<file path="src/hw/rtl/arpc_pkg.sv">
// Shared types and constants for the ARP cache lookup/update block.
// Used by arpc_ctrl, arpc_dp and arp_cache_lookup_update; no dependencies.
package arpc_pkg;

  localparam int unsigned IP_W  = 32;
  localparam int unsigned MAC_W = 48;

  // Item kind carried on the input tuser bit
  localparam logic KIND_LOOKUP = 1'b0;
  localparam logic KIND_UPDATE = 1'b1;

  typedef enum logic [2:0] {
    ST_IDLE,
    ST_LOOKUP,
    ST_COMPACT,
    ST_SHIFT,
    ST_APPEND,
    ST_RESULT
  } arpc_state_e;

  // Commands from the controller to the datapath
  typedef struct packed {
    logic load;         // capture item, restart scan over valid entries
    logic step_lookup;  // issue next read, compare against key
    logic step_copy;    // issue next read, write kept entries back
    logic keep_all;     // copy without dropping key matches
    logic start_shift;  // restart scan at slot 1 to drop the oldest entry
    logic append;       // write the new pair at the newest end
    logic post_result;  // move the result into the output register
  } arpc_cmd_t;

  // Status from the datapath to the controller
  typedef struct packed {
    logic match;      // read data holds the key
    logic scan_done;  // no read pending and none left to issue
    logic full;       // compacted list still fills the table
    logic out_free;   // output register can take a result this cycle
  } arpc_sts_t;

endpackage

</file>
<file path="src/hw/rtl/arp_cache_lookup_update.sv">
// Top level of the ARP cache: stream ports, controller and datapath.
// Depends on arpc_pkg, arpc_ctrl and arpc_dp.
//
//  channel | dir | handshake                    | payload
//  --------+-----+------------------------------+--------------------------------
//  s_axis  | in  | s_axis_tvalid/s_axis_tready  | tuser: kind; tdata: ip, mac
//  m_axis  | out | m_axis_tvalid/m_axis_tready  | tdata: hit, found_mac,
//          |     |                              |   send_request, replaced, evicted
//
// One item at a time; the single read port of the entry memory sets the pace,
// one entry per cycle. A lookup scans up to the N valid entries before its
// result goes to the result register, stopping early on a hit. An update
// compacts the N entries and appends, with a shift pass when the full table
// drops its oldest entry. Reset clears the entry count and control state;
// entry contents are not cleared. A stalled result waits in the output register
// while the next item is accepted and processed up to its own result.
module arp_cache_lookup_update
  import arpc_pkg::*;
#(
  parameter int unsigned TABLE_DEPTH = 16
) (
  input  logic        clk_i,
  input  logic        rst_ni,
  input  logic        s_axis_tvalid,
  output logic        s_axis_tready,
  input  logic [79:0] s_axis_tdata,   // [31:0] ip_address, [79:32] mac_address
  input  logic        s_axis_tuser,   // [0] kind
  output logic        m_axis_tvalid,
  input  logic        m_axis_tready,
  output logic [55:0] m_axis_tdata    // [0] hit, [48:1] found_mac,
                                      // [49] send_request, [50] replaced,
                                      // [51] evicted, [55:52] zero
);

  arpc_cmd_t        cmd;
  arpc_sts_t        sts;
  logic             hit;
  logic [MAC_W-1:0] found_mac;
  logic             send_request;
  logic             replaced;
  logic             evicted;

  arpc_ctrl u_ctrl (
    .clk_i      (clk_i),
    .rst_ni     (rst_ni),
    .in_valid_i (s_axis_tvalid),
    .in_kind_i  (s_axis_tuser),
    .in_ready_o (s_axis_tready),
    .sts_i      (sts),
    .cmd_o      (cmd)
  );

  arpc_dp #(
    .TABLE_DEPTH (TABLE_DEPTH)
  ) u_dp (
    .clk_i              (clk_i),
    .rst_ni             (rst_ni),
    .cmd_i              (cmd),
    .sts_o              (sts),
    .in_ip_i            (s_axis_tdata[IP_W-1:0]),
    .in_mac_i           (s_axis_tdata[IP_W+MAC_W-1:IP_W]),
    .in_kind_i          (s_axis_tuser),
    .out_ready_i        (m_axis_tready),
    .out_valid_o        (m_axis_tvalid),
    .out_hit_o          (hit),
    .out_found_mac_o    (found_mac),
    .out_send_request_o (send_request),
    .out_replaced_o     (replaced),
    .out_evicted_o      (evicted)
  );

  // Pack the result fields from the lowest bit up
  assign m_axis_tdata = {4'b0000, evicted, replaced, send_request, found_mac, hit};

endmodule

</file>
<file path="src/hw/rtl/arpc_ctrl.sv">
// Controller state machine of the ARP cache: sequences scan, compaction,
// shift and append passes. Depends on arpc_pkg.
module arpc_ctrl
  import arpc_pkg::*;
(
  input  logic      clk_i,
  input  logic      rst_ni,
  input  logic      in_valid_i,
  input  logic      in_kind_i,
  output logic      in_ready_o,
  input  arpc_sts_t sts_i,
  output arpc_cmd_t cmd_o
);

  arpc_state_e state_q, state_d;

  // State register
  always_ff @(posedge clk_i or negedge rst_ni) begin
    if (!rst_ni) begin
      state_q <= ST_IDLE;
    end else begin
      state_q <= state_d;
    end
  end

  // Next state and commands
  always_comb begin
    state_d    = state_q;
    cmd_o      = '0;
    in_ready_o = 1'b0;
    unique case (state_q)
      ST_IDLE: begin
        in_ready_o = 1'b1;
        if (in_valid_i) begin
          cmd_o.load = 1'b1;
          state_d    = (in_kind_i == KIND_UPDATE) ? ST_COMPACT : ST_LOOKUP;
        end
      end
      ST_LOOKUP: begin
        cmd_o.step_lookup = 1'b1;
        if (sts_i.match || sts_i.scan_done) begin
          state_d = ST_RESULT;
        end
      end
      ST_COMPACT: begin
        cmd_o.step_copy = 1'b1;
        if (sts_i.scan_done) begin
          if (sts_i.full) begin
            cmd_o.start_shift = 1'b1;
            state_d           = ST_SHIFT;
          end else begin
            state_d = ST_APPEND;
          end
        end
      end
      ST_SHIFT: begin
        cmd_o.step_copy = 1'b1;
        cmd_o.keep_all  = 1'b1;
        if (sts_i.scan_done) begin
          state_d = ST_APPEND;
        end
      end
      ST_APPEND: begin
        cmd_o.append = 1'b1;
        state_d      = ST_RESULT;
      end
      ST_RESULT: begin
        if (sts_i.out_free) begin
          cmd_o.post_result = 1'b1;
          state_d           = ST_IDLE;
        end
      end
      default: begin
        state_d = ST_IDLE;
      end
    endcase
  end

endmodule

</file>
<file path="src/hw/rtl/arpc_dp.sv">
// Datapath of the ARP cache: entry memory, scan and write pointers, entry
// count, item registers and the output register. Depends on arpc_pkg.
module arpc_dp
  import arpc_pkg::*;
#(
  parameter int unsigned TABLE_DEPTH = 16
) (
  input  logic             clk_i,
  input  logic             rst_ni,
  input  arpc_cmd_t        cmd_i,
  output arpc_sts_t        sts_o,
  input  logic [IP_W-1:0]  in_ip_i,
  input  logic [MAC_W-1:0] in_mac_i,
  input  logic             in_kind_i,
  input  logic             out_ready_i,
  output logic             out_valid_o,
  output logic             out_hit_o,
  output logic [MAC_W-1:0] out_found_mac_o,
  output logic             out_send_request_o,
  output logic             out_replaced_o,
  output logic             out_evicted_o
);

  localparam int unsigned IW = (TABLE_DEPTH > 1) ? $clog2(TABLE_DEPTH) : 1;
  localparam int unsigned CW = $clog2(TABLE_DEPTH + 1);
  localparam int unsigned EW = IP_W + MAC_W;
  localparam logic [CW-1:0] DEPTH_C = CW'(TABLE_DEPTH);

  // Entry memory: ip in the low bits, mac above
  logic [EW-1:0] mem_q [TABLE_DEPTH];

  logic             kind_q;
  logic [IP_W-1:0]  ip_q;
  logic [MAC_W-1:0] mac_q;
  logic [CW-1:0]    rd_idx_q, wr_idx_q, lim_q, count_q;
  logic             pend_q;
  logic [EW-1:0]    rdata_q;
  logic             hit_q, replaced_q, evicted_q;
  logic [MAC_W-1:0] hmac_q;
  logic             out_valid_q;
  logic             out_hit_q, out_send_q, out_repl_q, out_evict_q;
  logic [MAC_W-1:0] out_mac_q;

  logic          issue;
  logic          key_eq;
  logic          copy_wr;
  logic          mem_we;
  logic [IW-1:0] mem_wa;
  logic [EW-1:0] mem_wd;

  assign issue   = (cmd_i.step_lookup || cmd_i.step_copy) && (rd_idx_q < lim_q);
  assign key_eq  = (rdata_q[IP_W-1:0] == ip_q);
  assign copy_wr = cmd_i.step_copy && pend_q && (cmd_i.keep_all || !key_eq);

  // Select the memory write: kept entry during a copy pass, new pair on append
  always_comb begin
    mem_we = copy_wr || cmd_i.append;
    mem_wa = wr_idx_q[IW-1:0];
    mem_wd = cmd_i.append ? {mac_q, ip_q} : rdata_q;
  end

  // Write and registered read of the entry memory
  always_ff @(posedge clk_i) begin
    if (mem_we) begin
      mem_q[mem_wa] <= mem_wd;
    end
    if (issue) begin
      rdata_q <= mem_q[rd_idx_q[IW-1:0]];
    end
  end

  // Capture the item
  always_ff @(posedge clk_i) begin
    if (cmd_i.load) begin
      kind_q <= in_kind_i;
      ip_q   <= in_ip_i;
      mac_q  <= in_mac_i;
    end
    if (cmd_i.step_lookup && pend_q && key_eq && !hit_q) begin
      hmac_q <= rdata_q[EW-1:IP_W];
    end
  end

  // Advance pointers, count and per-item flags
  always_ff @(posedge clk_i or negedge rst_ni) begin
    if (!rst_ni) begin
      rd_idx_q   <= '0;
      wr_idx_q   <= '0;
      lim_q      <= '0;
      count_q    <= '0;
      pend_q     <= 1'b0;
      hit_q      <= 1'b0;
      replaced_q <= 1'b0;
      evicted_q  <= 1'b0;
    end else begin
      if (cmd_i.load) begin
        rd_idx_q   <= '0;
        wr_idx_q   <= '0;
        lim_q      <= count_q;
        pend_q     <= 1'b0;
        hit_q      <= 1'b0;
        replaced_q <= 1'b0;
        evicted_q  <= 1'b0;
      end else if (cmd_i.start_shift) begin
        rd_idx_q  <= CW'(1);
        wr_idx_q  <= '0;
        lim_q     <= wr_idx_q;
        pend_q    <= 1'b0;
        evicted_q <= 1'b1;
      end else begin
        pend_q <= issue;
        if (issue) begin
          rd_idx_q <= rd_idx_q + CW'(1);
        end
        if (copy_wr) begin
          wr_idx_q <= wr_idx_q + CW'(1);
        end
        if (cmd_i.step_copy && pend_q && !cmd_i.keep_all && key_eq) begin
          replaced_q <= 1'b1;
        end
        if (cmd_i.step_lookup && pend_q && key_eq) begin
          hit_q <= 1'b1;
        end
        if (cmd_i.append) begin
          count_q <= wr_idx_q + CW'(1);
        end
      end
    end
  end

  // Output register: holds a result until it is taken
  always_ff @(posedge clk_i or negedge rst_ni) begin
    if (!rst_ni) begin
      out_valid_q <= 1'b0;
    end else if (cmd_i.post_result) begin
      out_valid_q <= 1'b1;
    end else if (out_ready_i) begin
      out_valid_q <= 1'b0;
    end
  end

  always_ff @(posedge clk_i) begin
    if (cmd_i.post_result) begin
      if (kind_q == KIND_LOOKUP) begin
        out_hit_q   <= hit_q;
        out_mac_q   <= hit_q ? hmac_q : '0;
        out_send_q  <= !hit_q;
        out_repl_q  <= 1'b0;
        out_evict_q <= 1'b0;
      end else begin
        out_hit_q   <= 1'b0;
        out_mac_q   <= '0;
        out_send_q  <= 1'b0;
        out_repl_q  <= replaced_q;
        out_evict_q <= evicted_q;
      end
    end
  end

  assign sts_o.match     = pend_q && key_eq;
  assign sts_o.scan_done = !pend_q && (rd_idx_q >= lim_q);
  assign sts_o.full      = (wr_idx_q == DEPTH_C);
  assign sts_o.out_free  = !out_valid_q || out_ready_i;

  assign out_valid_o        = out_valid_q;
  assign out_hit_o          = out_hit_q;
  assign out_found_mac_o    = out_mac_q;
  assign out_send_request_o = out_send_q;
  assign out_replaced_o     = out_repl_q;
  assign out_evicted_o      = out_evict_q;

  // The entry count never passes the table size
  assert property (@(posedge clk_i) disable iff (!rst_ni) count_q <= DEPTH_C)
    else $error("entry count beyond table depth");

  // A copy pass never writes ahead of the slot it reads
  assert property (@(posedge clk_i) disable iff (!rst_ni)
                   cmd_i.step_copy |-> wr_idx_q <= rd_idx_q)
    else $error("compaction write passed read pointer");

  // Append leaves the count one above the write slot
  assert property (@(posedge clk_i) disable iff (!rst_ni)
                   cmd_i.append |=> count_q == $past(wr_idx_q) + CW'(1))
    else $error("entry count not updated on append");

  // A replace frees a slot and so never evicts
  assert property (@(posedge clk_i) disable iff (!rst_ni)
                   out_valid_q |-> !(out_repl_q && out_evict_q))
    else $error("replaced and evicted both set");

  // A lookup result is either a hit or a request, never both
  assert property (@(posedge clk_i) disable iff (!rst_ni)
                   out_valid_q |-> !(out_hit_q && out_send_q))
    else $error("hit and send_request both set");

endmodule

</file>
<file path="config.mk">
export PLATFORM = sky130hd
export DESIGN_NAME = arp_cache_lookup_update
export DESIGN_NICKNAME = d
export VERILOG_FILES = /design/src/hw/rtl/arpc_pkg.sv /design/src/hw/rtl/arp_cache_lookup_update.sv /design/src/hw/rtl/arpc_ctrl.sv /design/src/hw/rtl/arpc_dp.sv
export SDC_FILE = /design/constraint.sdc
export NUM_CORES = 1
export LEC_CHECK = 0
export BUFFER_PORTS_ARGS = -buffer_cell sky130_fd_sc_hd__buf_2
export CAP_MARGIN = 0
export CELL_PAD_IN_SITES_DETAIL_PLACEMENT = 1
export CELL_PAD_IN_SITES_GLOBAL_PLACEMENT = 2
export CORE_UTILIZATION = 50
export CTS_BUF_LIST = sky130_fd_sc_hd__clkbuf_4 sky130_fd_sc_hd__clkbuf_8
export CTS_CLUSTER_SIZE = 14
export DETAILED_ROUTE_END_ITERATION = 6
export HOLD_SLACK_MARGIN = 0.08
export PLACE_DENSITY = 0.83
export SETUP_SLACK_MARGIN = 0.4
export SLEW_MARGIN = 20
export SYNTH_ARGS = -nofsm -noshare
export SYNTH_HDL_FRONTEND = slang
export SYNTH_SLANG_ARGS = --single-unit
</file>
<file path="constraint.sdc">
create_clock -name clk_i -period 7.2 [get_ports clk_i]
set_clock_uncertainty 0.1 [all_clocks]
set_input_delay 1.44 -clock clk_i [delete_from_list [all_inputs] [get_ports clk_i]]
set_output_delay 1.44 -clock clk_i [all_outputs]
set_load 0.03 [all_outputs]
</file>
## Word level (Yosys, flattened, before mapping)

Memory sizes are Yosys's and may differ from the RTL's. A register that Yosys moved wholly into a read port is not among the register bits.
Index checks and enable logic that the tools add are counted.
Widths: inputs -> output; s select.

- Flip-flop bits (word level): 209
- RAM bits: 1,280
- Output and inout port bits: 58
- Memories: 1

Memory list:

| memory | words | width | rd ports | clocked after memory_dff | wr ports | line | source |
|---|---|---|---|---|---|---|---|
| u_dp.mem_q | 16 | 80 | 1 | 1 | 1 | arpc_dp.sv:30 | `logic [EW-1:0] mem_q [TABLE_DEPTH];` |

- Add/subtract/negate cells: 2
- $lt $le $gt $ge: 2
- Equal/unequal tests: 13
- Muxes and demuxes: 43
- Bitwise gates (word level): 3
- Reduce and logical (&&, ||, !) cells: 33

Operator list:

| kind | count |
|---|---|
| $mux 80 | 1 |
| $mux 5 | 8 |
| $eq 32x32->1 | 1 |
| $mux 1 | 26 |
| $mux 3 | 6 |
| $pmux 3 s6 | 1 |
| $add 5x1->5 const B | 2 |
| $logic_and 1x1->1 | 10 |
| $ne 2x1->1 const B | 4 |
| $reduce_bool 2->1 | 4 |
| $eq 3x2->1 const B | 2 |
| $eq 3x3->1 const B | 2 |
| $reduce_bool 3->1 | 2 |
| $eq 5x5->1 const B | 1 |
| $ge 5x5->1 | 1 |
| $logic_not 1->1 | 5 |
| $logic_or 1x1->1 | 5 |
| $lt 5x5->1 | 1 |
| $reduce_and 5->1 | 1 |
| $ne 2x2->1 const B | 2 |
| $reduce_and 2->1 | 2 |
| $reduce_or 2->1 | 2 |
| $eq 3x1->1 const B | 1 |
| $logic_not 3->1 | 1 |
| other kinds (3) | 5 |

## Logic depth before layout (Yosys ltp)

Gate-level depths: netlist of the first run.

- Depth in word-level cells: 9
- Depth in mapped cells: 11
- Gate-level depth less buffers: 8

## Modules after synthesis

Synthesis of the first run repeated with hierarchy kept, for this count alone.

- Cells, all modules: 2,464
- Area total of the unflattened synthesis: 59,493.3 µm²

Modules (own cells, without submodules):

| module | instances | cells each | area each (µm²) |
|---|---|---|---|
| arpc_dp | 1 | 2,418 | 59,138.0 |
| arpc_ctrl | 1 | 37 | 291.5 |
| arp_cache_lookup_update | 1 | 9 | 63.8 |

## Worst setup path before layout of the first run

Ideal clock, no wire load.

- Path type: reg2reg
- From: register u_dp.rdata_q[17] (read register of u_dp.mem_q)
- To: register u_dp.hmac_q[0] (enable)
- Arrival time: 5.994 ns
- Required time: 6.527 ns
- Path slack: 0.533 ns
- Stages on the path, launching flop included: 7
- Path buffers: 0
- Cell sequence: edfxtp_1 xor2_1 nor4_1 nand4_1 nor2_1 nand3_1 nor4_1

- Longest elaborated chain between the ends: 3

Ends and longest elaborated chain:

| element | line | source |
|---|---|---|
| start: declaration | arpc_dp.sv:37 | `logic [EW-1:0] rdata_q;` |
| $eq 32x32->1 | arpc_dp.sv:52 | `assign key_eq = (rdata_q[IP_W-1:0] == ip_q);` |
| $logic_and 1x1->1 (2 in a row) | arpc_dp.sv:79 | `if (cmd_i.step_lookup && pend_q && key_eq && !hit_q) begin` |
| end signal: assignment | arpc_dp.sv:80 | `hmac_q <= rdata_q[EW-1:IP_W];` |
| end: declaration | arpc_dp.sv:39 | `logic [MAC_W-1:0] hmac_q;` |

No other way between the ends.
A chain may end at the register's enable or synchronous reset.

## Worst setup path after layout of the first run

- From: register u_dp.rdata_q[0] (read register of u_dp.mem_q)
- To: memory u_dp.mem_q[11][41] (netlist bit) (enable)

- Longest elaborated chain between the ends: 7

Ends and longest elaborated chain:

| element | line | source |
|---|---|---|
| $eq 32x32->1 | arpc_dp.sv:52 |  |
| $logic_not 1->1 | arpc_dp.sv:53 | `assign copy_wr = cmd_i.step_copy && pend_q && (cmd_i.keep_all \|\| !key_eq);` |
| $logic_or 1x1->1 | arpc_dp.sv:53 |  |
| $logic_and 1x1->1 | arpc_dp.sv:53 |  |
| $logic_or 1x1->1 | arpc_dp.sv:57 | `mem_we = copy_wr \|\| cmd_i.append;` |
| $mux 1 | arpc_dp.sv:64 | `if (mem_we) begin` |
| $mux 1 (implied by the code) | arpc_dp.sv:65 | `mem_q[mem_wa] <= mem_wd;` |
| end: declaration | arpc_dp.sv:30 |  |

No other way between the ends.

==> results of run 1 <==
-- through the flow --
step                      cells  utilization [%]  setup slack (ps)  cell area [um2]  power, W
after global placement     4186             52.4              2780            61700    0.0200
after CTS                  4626             56.4              2760            66500    0.0278
after detailed placement   4186             52.4              2730            61700    0.0204
after global routing       4629             56.4              2620            66500    0.0286
final                      4629             56.4              2790            66500    0.0276
after floorplan            2601                -               533            59400    0.0182
-- per-layer routing --
layer	wire length (um)	up-vias	GRT usage, %
li1	-	11400	-
met1	55700	15000	31.4
met2	72200	1200	39.9
met3	9060	206	4.32
met4	2600	0	6.48
met5	0	-	0
-- power by group through the flow --
stage	Sequential, W	Clock, W	Combinational [W]
after floorplan	0.0132	0	0.00504
after global placement	0.0133	0	0.00664
after detailed placement	0.0134	0	0.00701
after CTS	0.0132	0.00751	0.00706
after global routing	0.0133	0.00784	0.00748
final	0.0132	0.00737	0.00697
-- flip-flops by register name, summed over array words and instances, names as in the netlist, 32 cells and up --
signal,cells
u_dp.mem_q,1280
u_dp.rdata_q,80
u_dp.hmac_q,48
u_dp.mac_q,48
u_dp.out_found_mac_o,48
u_dp.ip_q,32
-- cell type report --
type | count | share of cell area [%]
diodes | 3 | 0.0113
clock buffers | 297 | 5.64
clock inverters | 143 | 1.52
inverters | 13 | 0.0734
multi-input cells | 890 | 17.6
flip-flops and latches | 1569 | 70.7
well taps | 1536 | 2.89
repair buffers | 178 | 1.59
-- logic make-up (layout without fill, tap and decap cells) --
group	after synthesis	after routing	share of synthesized area (%)
muxes	401	401	15.2
buffers and inverters	142	631	1.33
xor gates and xnor gates	39	39	0.576
other	1	7	0.00632
adders and majority gates	10	10	0.211
AOI/OAI and AO/OA	45	45	0.506
DFF	1569	1569	79.1
and+or+nand+nor	391	391	3.03
-- how the worst max path moves through the flow --
stage,startpoint,end,slack (ps),cells after the start
6_report,u_dp.rdata_q[0],u_dp.mem_q[11][41],2790,8
5_1_grt,u_ctrl.state_q[0],u_dp.mem_q[9][47],2620,6
4_1_cts,u_ctrl.state_q[0],u_dp.mem_q[9][47],2760,6
3_5_place_dp,u_dp.rdata_q[0],u_dp.mem_q[9][2],2730,8
2_1_floorplan,u_dp.rdata_q[17],u_dp.hmac_q[0],530,6
3_3_place_gp,u_dp.rdata_q[0],u_dp.mem_q[9][79],2780,8
-- synth_stat cells, types with 11 or more instances --
master	number
and2_1	51
and3_1	13
buf_2	11
buf_4	14
buf_6	25
clkbuf_1	70
dfrtp_1	28
edfxtp_1	1541
inv_1	12
mux4_2	400
nand2_1	265
nor2_1	17
xor2_1	36
==> impl_metrics.ini, run 1 <==
[detailed_routing]
totalWireLength_um = 140000
ant_nets = 0
drtIter0Drc = 2803
wire_per_inst_um = 30.1
dr.pass1.iters = 5
vias = 27800
routed_via_density = 6.00
drc = 0

[logic_synthesis]
synth_area_leaders = edfxtp_1 78%, mux4_2 15%, nand2_1 1.7%, dfrtp_1 1.2%, and2_1 0.54%
seq_area_frac_synth_pct = 79.1
syn_area_per_cell_um2 = 22.8
synthFlopType = edfxtp_1
ys_types = 54
async_flop_share_pct = 1.78
synth_edf_count = 1541
yosys_register_bits = 1569
synth.top_cell.area_share_pct = 78.0
synth_area_mm2 = 0.0594
synth_top_cell_by_area = edfxtp_1
netlist_instances = 2598
yosysWarnings = 0

[global_routing]
globalRouteOverflowTotal = 0
grt_pass1_vias = 30300
grt_first_pass_wirelength_um = 204000
antenna_found_initial = 5
grt_usage_pct = 23.5
grt_max_degree = 109

[sta]
drv_slew = 0
tightest_slew_ps = 1180
setup-tns-final_ps = 0
whs_ps = 349
max_freq_mhz = 227
fin_crit_sh_pct = 61.3
rsz0062_at_grt = false
setup_violations = 0
hold_violations = 0
min_period_ps = 4410
slew_headroom_pct = 21.4

[die]
start_util_pct = 50.3
dieArea_mm2 = 0.120
core.rowCount = 126
dieWidth_um = 347
core_area_mm2 = 0.118
ioPinCount = 143
die_y_um = 347

[place]
gp_congestion = 0.747
dp.final_hpwl_um = 72500
port_buffers = 138

[cells_and_area]
final_cell_mix = 1541 x edfxtp_1, 400 x mux4_2, 265 x nand2_1
final_common_cell = edfxtp_1
fill_cells = 10000
area_growth_pct = 12.1
design.final.nets = 2982
drive_above_1_share_pct = 31.9
seqCellArea_mm2 = 0.0470
multiInputGateArea_mm2 = 0.0117

[cts]
cts-htree-levels = 4
clock_path_buffers = 3
cts_setup_buffers = 0
cts_sinks = 1569
path_clk_slew_ps = 70
clockRootBuffer = clkbuf_8
clk_latency_ps = 950
cts_tree = built
post_cts_resized = 0
cts_buffers = 235
hold_buffers = 0

[pwr]
seqPwrFrac_pct = 48.0
p_sw_w = 0.00835
p_clk_share_pct = 26.7
swShare_pct = 30.3
pwr-share-comb_pct = 25.3
irDropWorstVdd_uv = 500
p_int_w = 0.0192
powerDensity_mw_per_mm2 = 414
power_leakage_nw = 21.5

[critical_path]
rr_worst_depth = 8
crit_chain = xor2_1, nor4_1, nand4_1, nor3_4, o21ai_2, and3_4, buf_4, buf_4
cp_slowest_cell = nor4_1
cp_max_fo = 49
crit_family = simple AND/OR/NAND/NOR gates
cp-start-kind = register
required_ps = 7710
crit_path_frequent_cell = buf_4
critPathBufInv = 2
critPathKind = reg -> reg
cpPeakStageDelay_ps = 660
r2r-start = u_dp.rdata_q[0]
cp-end-kind = register
rr_endpoint = u_dp.mem_q[11][41]
cp.arrival_ps = 4920
rrSetupSlack_ps = 2790

[hold_path]
hold_path_depth = 0
holdCritPathClass = reg -> reg
min_to = u_dp.hmac_q[45]
holdCritStartpoint = u_dp.rdata_q[77]

[run_status]
status = finished clean

[job]
cap_violations = 0
No activity file was read; power rests on OpenSTA's default activity.
==> inputs of run 2 (changes only) <==
ABC_AREA = 1   (was unset)
CORE_UTILIZATION = 43   (was 50)
PLACE_DENSITY = 0.82   (was 0.83)
clock period = 3.8 ns   (was 7.2 ns; I/O delays follow)
==> run 2 against run 1 <==
  * Synthesized area increased by 2.3%
  * Global-route usage decreased by 0.30 points
  * Maximum frequency increased by 33%
  * Worst setup slack got worse by 2300 ps
  * Non-clock buffer count increased by 142
  * Largest power group unchanged
==> impl_metrics.ini, run 2 <==
[run_status]
status = finished clean

[sta]
drv_slew = 0
rsz0062_at_grt = true
setup_violations = 0
hold_violations = 0
fin_crit_sh_pct = 87.2
max_freq_mhz = 302
tightest_slew_ps = 1060
slew_headroom_pct = 29.1
min_period_ps = 3310

[logic_synthesis]
synth_area_leaders = edfxtp_1 76%, nor2_1 4.9%, nand2_1 3.0%, o21ai_0 2.8%, o32ai_1 2.7%
yosysWarnings = 0
synth_area_mm2 = 0.0607
async_flop_share_pct = 1.78
ys_types = 33
synth.top_cell.area_share_pct = 76.2
syn_area_per_cell_um2 = 14.3
synth.most_common_cell = edfxtp_1
netlist_instances = 4251
synth_top_cell_by_area = edfxtp_1
yosys_register_bits = 1569
synthFlopType = edfxtp_1
synth_common_cells = 1541 x edfxtp_1, 787 x nor2_1, 481 x nand2_1
synth_edf_count = 1541
seq_area_frac_synth_pct = 77.4

[global_routing]
grt_first_pass_wirelength_um = 247000
grt_max_degree = 167
grt_usage_pct = 23.2
antenna_found_initial = 10
grt_pass1_vias = 39600
globalRouteOverflowTotal = 0

[pwr]
total_power_w = 0.0530
pwr-share-comb_pct = 25.6
seqPwrFrac_pct = 46.7
p_clk_share_pct = 27.7
irDropWorstVdd_uv = 603
powerDensity_mw_per_mm2 = 759
p_sw_w = 0.0177
power_leakage_nw = 23.3
swShare_pct = 33.5
p_int_w = 0.0353

[detailed_routing]
ant_nets = 0
totalWireLength_um = 166000
drc = 0
dr.pass1.iters = 5
routed_via_density = 5.62
drtIter0Drc = 3589
wire_per_inst_um = 25.0
vias = 37200

[critical_path]
cp.arrival_ps = 3800
rr_worst_depth = 13
cp-end-kind = register
cp_max_fo = 42
required_ps = 4290
cp-start-kind = register
critPathKind = reg -> reg

[place]
dp.final_hpwl_um = 92000
place_area_mm2 = 0.0638
gp_congestion = 0.764
port_buffers = 138

[cts]
cts-htree-levels = 5
clockRootBuffer = clkbuf_8
path_clk_slew_ps = 60
cts_tree = built
cts_sinks = 1569
clk_latency_ps = 990
clock_path_buffers = 4
cts_buffers = 278

[die]
dieWidth_um = 378
ioPinCount = 143
die_y_um = 378
core.rowCount = 137
start_util_pct = 43.4
dieArea_mm2 = 0.143
core_area_mm2 = 0.140

[cells_and_area]
largest_reg_flops = 1280
fill_cells = 13900
drive_above_1_share_pct = 14.2
seqCellArea_mm2 = 0.0470
final_common_cell = edfxtp_1
design.final.nets = 4681
fin_area_mm2 = 0.0699
top_regs = u_dp.mem_q: 1280 flops, u_dp.rdata_q: 80 flops
final_cell_mix = 1541 x edfxtp_1, 767 x nor2_1, 479 x nand2_1
largest_register = u_dp.mem_q
multiInputGateArea_mm2 = 0.0123
area_growth_pct = 15.1

[job]
cap_violations = 0

[hold_path]
holdCritPathClass = in -> async
==> run 2: path summary, 6_finish.rpt <==
kind	startpoint	end	slack, ps
worst max-delay path	u_dp.ip_q[20]	u_dp.mem_q[11][45]	490
worst min-delay path	rst_ni	u_dp.rd_idx_q[3]	290
worst max register to register	u_dp.ip_q[20]	u_dp.mem_q[11][45]	490
worst min register to register	u_dp.rdata_q[67]	u_dp.hmac_q[35]	330
max in group asynchronous	rst_ni	u_dp.rd_idx_q[0]	2770
min in group clk_i	u_dp.rdata_q[67]	u_dp.hmac_q[35]	330
==> run 2: final cells by class <==
| cell class | instances | share of cell area (%) |
|---|---|---|
| diodes | 2 | 0.00716 |
| repair buffers | 320 | 4.02 |
| well taps | 1876 | 3.36 |
| inverters | 108 | 0.611 |
| clock inverters | 71 | 0.569 |
| multi-input cells | 2309 | 17.6 |
| flip-flops and latches | 1569 | 67.2 |
| clock buffers | 375 | 6.62 |
==> run 2: cell families (layout without fill, tap and decap cells) <==
group,Yosys count,in the layout,synth area share (%)
AOI/OAI and AO/OA,714,714,8.01
xor gates and xnor gates,25,25,0.361
adders and majority gates,10,10,0.206
buffers and inverters,380,874,2.77
DFF,1569,1569,77.4
muxes,133,133,2.19
other,1,6,0.00618
and+or+nand+nor,1419,1423,9.10
==> run 2: routing by layer <==
layer  global-route usage, %  up-vias  wire length (um)
met5                       0        -                43
li1                        -    16500                 -
met1                    31.2    19200             71000
met3                    5.69      280             12000
met4                    7.19        6              3820
met2                    37.1     1252             79200
==> run 2: what timing repair did <==
item,in CTS,in global routing
hold endpoints to repair,115,0
cloned,2,2
pin swaps,2,4
endpoints found under the setup margin,97,734
setup buffers,4,10
hold buffers,84,0
resized for setup,0,8
==> run 2: critical path, stage by stage (launching register included) <==
cell	delay [ps]
edfxtp_1	420
nand2_1	90
nand2_1	50
nand2_1	70
nor2_1	60
nand2_1	200
nor2_2	80
nand3_1	140
nand2_1	80
nand2_1	200
nand2_1	370
buf_4	280
nor2_4	90
buf_4	630
==> run 2: power groups by stage <==
stage / clock (W) / sequential [W] / combinational [W]
floorplan: 0 / 0.0250 / 0.00788
global placement: 0 / 0.0250 / 0.0128
detailed placement: 0 / 0.0251 / 0.0134
CTS: 0.0150 / 0.0247 / 0.0136
global route: 0.0157 / 0.0249 / 0.0147
finish: 0.0147 / 0.0247 / 0.0136
==> run 2: through the flow <==
step	setup WS (ps)	TNS (ps)	utilization (%)	hold WS (ps)	std cells
floorplan	-37.4	-37380	-	327	4254
global placement	401	0	45.6	333	6079
detailed placement	318	0	45.6	336	6080
CTS	363	0	49.9	231	6616
global route	247	0	50.0	297	6629
finish	486	0	50.0	285	6630
